<file path="config.mk">
export PLATFORM = sky130hd
export DESIGN_NAME = fdfs_srv_cell
export DESIGN_NICKNAME = d
export VERILOG_FILES = /design/src/rtl/fdfs_pkg.sv /design/src/rtl/fdfs_srv_cell.sv
export SDC_FILE = /design/constraint.sdc
export NUM_CORES = 1
export LEC_CHECK = 0
export BUFFER_PORTS_ARGS = -buffer_cell sky130_fd_sc_hd__clkbuf_2
export CELL_PAD_IN_SITES_DETAIL_PLACEMENT = 2
export CELL_PAD_IN_SITES_GLOBAL_PLACEMENT = 2
export CORE_MARGIN = 3
export CORE_UTILIZATION = 27
export CTS_CLUSTER_SIZE = 24
export DETAILED_ROUTE_END_ITERATION = 16
export PLACE_DENSITY_LB_ADDON = 0.1
export SLEW_MARGIN = 20
export SYNTH_ARGS = -nofsm -noshare
export SYNTH_HDL_FRONTEND = slang
export SYNTH_SLANG_ARGS = --single-unit
</file>
<file path="constraint.sdc">
create_clock -name clk_i -period 2.47 [get_ports clk_i]
set_input_delay 0.1235 -clock clk_i [delete_from_list [all_inputs] [get_ports clk_i]]
set_output_delay 0.1235 -clock clk_i [all_outputs]
set_load 0.005 [all_outputs]
</file>
<file path="src/rtl/fdfs_pkg.sv">
// Shared types and constants for the FIFO job dispatcher.
// No dependencies; imported by every module of the block.
`timescale 1ns / 1ps

package fdfs_pkg;

  // Queue depth must be a power of two: pointers wrap by overflow.
  localparam int unsigned QUEUE_DEPTH = 1024;
  localparam int unsigned PTR_W       = $clog2(QUEUE_DEPTH);
  localparam int unsigned SERVERS     = 8;
  localparam int unsigned SRV_W       = 3;
  localparam int unsigned TIME_W      = 8;
  localparam int unsigned NUM_W       = 4;
  localparam logic [NUM_W-1:0] NUM_SERVERS_RST = NUM_W'(8);

  typedef struct packed {
    logic              arrive;
    logic [TIME_W-1:0] service_time;
  } in_t;

  typedef struct packed {
    logic              dispatched;
    logic [SRV_W-1:0]  server_index;
    logic [TIME_W-1:0] job_time;
    logic [PTR_W-1:0]  queue_count;
    logic              any_busy;
    logic              dropped;
  } out_t;

  // Token and status rippling along the server cells
  typedef struct packed {
    logic req;
    logic busy;
  } srv_chain_t;

  // Queue status toward the controller
  typedef struct packed {
    logic             full;
    logic             empty;
    logic [PTR_W-1:0] count;
  } q_stat_t;

  typedef enum logic [1:0] {
    ST_IDLE,
    ST_READ,
    ST_DONE
  } state_e;

endpackage

</file>
<file path="src/rtl/fdfs_srv_cell.sv">
// One server cell: countdown register, takes the dispatch token if idle.
// Depends on fdfs_pkg.
`timescale 1ns / 1ps

module fdfs_srv_cell import fdfs_pkg::*; (
  input  logic              clk_i,
  input  logic              rst_ni,
  input  logic              en_i,
  input  logic              step_i,
  input  logic [TIME_W-1:0] job_time_i,
  input  srv_chain_t        chain_i,
  output srv_chain_t        chain_o,
  output logic              took_o
);

  logic [TIME_W-1:0] cnt_q, cnt_d;
  logic [TIME_W-1:0] start;

  // Take the token when enabled and idle; pass it on otherwise
  assign took_o      = chain_i.req && en_i && (cnt_q == '0);
  assign chain_o.req = chain_i.req && !took_o;

  // Load the job then count down, saturating at zero
  always_comb begin
    start = took_o ? job_time_i : cnt_q;
    cnt_d = (start != '0) ? start - TIME_W'(1) : start;
  end

  assign chain_o.busy = chain_i.busy || (cnt_d != '0);

  always_ff @(posedge clk_i or negedge rst_ni) begin
    if (!rst_ni) begin
      cnt_q <= '0;
    end else if (step_i) begin
      cnt_q <= cnt_d;
    end
  end

endmodule

</file>
* Word level (Yosys, flattened, before mapping)
Index checks and enable logic that the tools add are counted.
** Operators by class
- $add $sub $neg :: 1
- Multiply operators :: 0
- Div/mod/pow operators :: 0
- Order comparisons :: 0
- Eq/ne operators :: 0
- Shift operators :: 0
- Muxes and demuxes :: 2
- Bitwise operators :: 0
- Reduce and logical (&&, ||, !) cells :: 8
** Operator list (count)
- two-way mux 8 bit :: 2
- nonzero test 8 bit :: 2
- logical NOT 8 bit :: 1
- subtractor 8 x 1 -> 8 bit (second input constant) :: 1
- logical AND 1 bit :: 3
- logical NOT 1 bit :: 1
- logical OR 1 bit :: 1
** Storage, ports and cells
- Register bits :: 8
- Bits in latches :: 0
- RAM bits :: 0
- Memory bits (read-only) :: 0
- Memories kept :: 0

* Longest topological paths before layout
- Depth after elaboration :: 7
- Depth in mapped cells :: 9
- Mapped depth without buffers :: 9

* Worst setup path before layout
No wires, ideal clock.
- Kind :: register -> output
- Start point :: register cnt_q[4]
- End point :: output port chain_o[0] (netlist bit)
- Arrival :: 2.299 ns
- Required time :: 2.346 ns
- Setup slack :: 0.047 ns
- Cell stages (with the launch flop) :: 9
- Path through :: dfrtp_1 -> or4_4 -> nor3_4 -> a21oi_1 -> ha_1 -> nor2b_1 -> nand4b_1 -> o41ai_1 -> nand3b_1
** RTL lines
- start: declaration :: RTL line fdfs_srv_cell.sv:16 : logic [TIME_W-1:0] cnt_q, cnt_d;
- start signal: assignment :: RTL line fdfs_srv_cell.sv:35 : cnt_q <= cnt_d;
- end: declaration :: RTL line fdfs_srv_cell.sv:12 : output srv_chain_t chain_o,

==> results.yml <==
yosys:
  synth_nets: 107
  synth-edff-count: 0
  avgSynthCellArea_um2: 8.06
  syn_inst: 91
  synthDistinctLibCells: 34
  synth_warnings: 0
  synth-async-reset-ratio_pct: 100
  ys_ff_latch: 8
  seq_area_frac_synth_pct: 27.3
  synthesis.area_um2: 733
  synthFlopType: "dfrtp_1"
power:
  p_comb_share_pct: 70.9
  powerDensity_mw_per_mm2: 1060
  swShare_pct: 45.9
  p_switching_uw: 513
  p_clk_share_pct: 8.5
  p_int_uw: 604
  vdd_drop_max_mv: 0.502
  p_leak_nw: 0.464
  total_power_mw: 1.12
  seqPwrFrac_pct: 20.6
sta:
  hold_viol: 0
  tns_ns: -0.321
  drv_slew: 0
  setup_ws_ns: -0.321
  period_needed_ns: 2.79
  slew_headroom_pct: 69.0
  setup_viol: 1
  fmax_ghz: 0.358
  fin_skew_ns: 0.00372
  fin_crit_sh_pct: 113
  rsz0062_at_grt: "yes"
  worst_slew_pin_slew_ns: 0.459
place:
  placedInstanceArea_um2: 982
  gp_congestion: 0.783
  dp_hpwl_mm: 2.41
  portBuffers: 16
run_status:
  violations: "setup timing"
  status: "finished with violations"
route:
  dr_total_vias: 880
  post_drt_via_cell_ratio: 5.53
  wire_per_inst_um: 18.7
  antenna_left: 0
  drc: 0
  first_iter_violations: 25
  routed_wl_mm: 2.98
  firstDrtPassIters: 4
cts:
  cts-buffers-inserted: 3
  cts_tree: "built"
  clk_pin_slew_ns: 0.05
  cts_max_path_buffers: 2
  cts_root_buffer: "clkbuf_4"
  htreeDepth: 1
  clk_latency_ns: 0.25
  clkSinkCount: 8
floorplanning:
  die-area_mm2: 0.00338
  coreArea_mm2: 0.00252
  start_util_pct: 29.1
  top_level_ports: 17
  die_y_um: 58.1
  rows: 18
  fp.dieW_um: 58.1
cells_and_area:
  largest_reg_flops: 8
  top_regs: "cnt_q (8)"
  top_register: "cnt_q"
  drive_above_1_share_pct: 39.5
  fin_util_pct: 41.9
  design_area_mm2: 0.00106
  nFillCells: 298
  final_cell_mix: "19 x buf_4, 16 x clkbuf_2, 12 x nor2_1"
  diodes: 0
  nNetsFinal: 147
  final_common_cell: "buf_4"
  area_delta_synth_final_pct: 44.2
global_route:
  track_usage_pct: 18.5
  grt_overflow: 0
  grt_pass1_vias: 935
  antenna_found_initial: 0
  grt_pass1_wl_mm: 4.66
  grt_max_degree: 15
worst_setup_path:
  worst_setup_path_end_kind: "output pin"
  critPathKind: "reg2out"
  arrival_ns: 2.67
  path_max_fanout: 3
  cp.required_ns: 2.35
  cp-start-kind: "register"
run:
  maxCapViolCount: 0
worst_hold_path:
  hp-class: "in2async"
-- cell type report --
| cell class | instances | area [um^2] | area share (%) |
|---|---|---|---|
| Clock buffer | 3 | 22.5 | 2.13 |
| Inverter | 4 | 15.0 | 1.42 |
| Multi-Input combinational cell | 78 | 549 | 52.0 |
| Sequential cell | 8 | 200 | 18.9 |
| Tap cell | 30 | 37.5 | 3.55 |
| Timing Repair Buffer | 36 | 233 | 22.0 |
-- per-layer routing --
layer | global-route usage (%) | up-vias | share of wire [%] | wire length [um]
met5 | 0 | - | 0 | 0
met4 | 9.60 | 0 | 1.7 | 52
met3 | 1.56 | 6 | 3.1 | 92
met2 | 29.8 | 20 | 48 | 1440
met1 | 24.4 | 430 | 47 | 1390
li1 | - | 424 | - | -
-- repair_timing --
action	4_1_cts	5_1_grt
hold endpoints to repair	8	0
setup endpoints to repair	1	3
hold buffers	1	0
pin swaps	1	1
gates resized for setup	4	3
cloned	0	0
setup buffers	0	1
-- per-stage QoR --
stage	setup slack, ns	instances	hold WS [ns]
final	-0.321	159	0.246
after global placement	-0.111	154	-0.0155
after detailed placement	-0.169	154	-0.0172
after global routing	-0.456	159	0.270
after floorplan	0.0474	91	-0.172
after CTS	-0.344	158	0.242
-- kinds of logic after synthesis --
kind of cell	share of synthesized area, %
AO/OA/AOI/OAI	20.5
XOR/XNOR	4.78
adder cells (fa/ha/maj)	3.41
buffers and inverters	2.56
flip-flops	27.3
multiplexers	5.97
AND/OR/NAND/NOR	35.5
-- worst max-delay path, cell delays in order (launching register included) --
cell	delay [ns]
dfrtp_1	0.38
or4_4	0.57
nor3_4	0.20
a21oi_2	0.12
ha_2	0.20
nand2_1	0.10
a211o_1	0.14
nand3_2	0.10
o41ai_2	0.37
nand3b_1	0.11
clkbuf_2	0.13
-- cell usage after synthesis (2+ instances only) --
cell	instances	area (um^2)
nand3_1	7	35.0
nor3_1	4	20.0
or4_1	2	15.0
nand2_1	7	26.3
xnor2_1	3	26.3
o21ai_0	5	25.0
mux2_2	3	33.8
ha_1	2	25.0
a21oi_1	8	40.0
nand4_1	2	12.5
inv_1	4	15.0
dfrtp_1	8	200
a41oi_1	3	26.3
o41ai_1	2	17.5
nor2_1	12	45.0
-- power groups by stage --
stage	registers [mW]	logic [mW]	clock network, mW
floorplan	0.242	0.375	0
global placement	0.222	0.694	0
detailed placement	0.229	0.713	0
CTS	0.231	0.752	0.103
global route	0.235	0.868	0.108
finish	0.230	0.792	0.0945
-- worst paths after layout --
| path | start | end | slack (ns) | cells after the start |
|---|---|---|---|---|
| max reg2reg | cnt_q[4]$_DFFE_PN0P_ | cnt_q[6]$_DFFE_PN0P_ | 0.06 | 10 |
| max | cnt_q[4]$_DFFE_PN0P_ | chain_o[0] | -0.32 | 10 |
| max in group asynchronous | rst_ni | cnt_q[7]$_DFFE_PN0P_ | 2.04 | 2 |
| min in group clk_i | step_i | cnt_q[7]$_DFFE_PN0P_ | 0.28 | 2 |
| min | rst_ni | cnt_q[2]$_DFFE_PN0P_ | 0.25 | 2 |
| min reg2reg | cnt_q[7]$_DFFE_PN0P_ | cnt_q[7]$_DFFE_PN0P_ | 0.63 | 2 |
No activity file was read; power rests on OpenSTA's default activity.
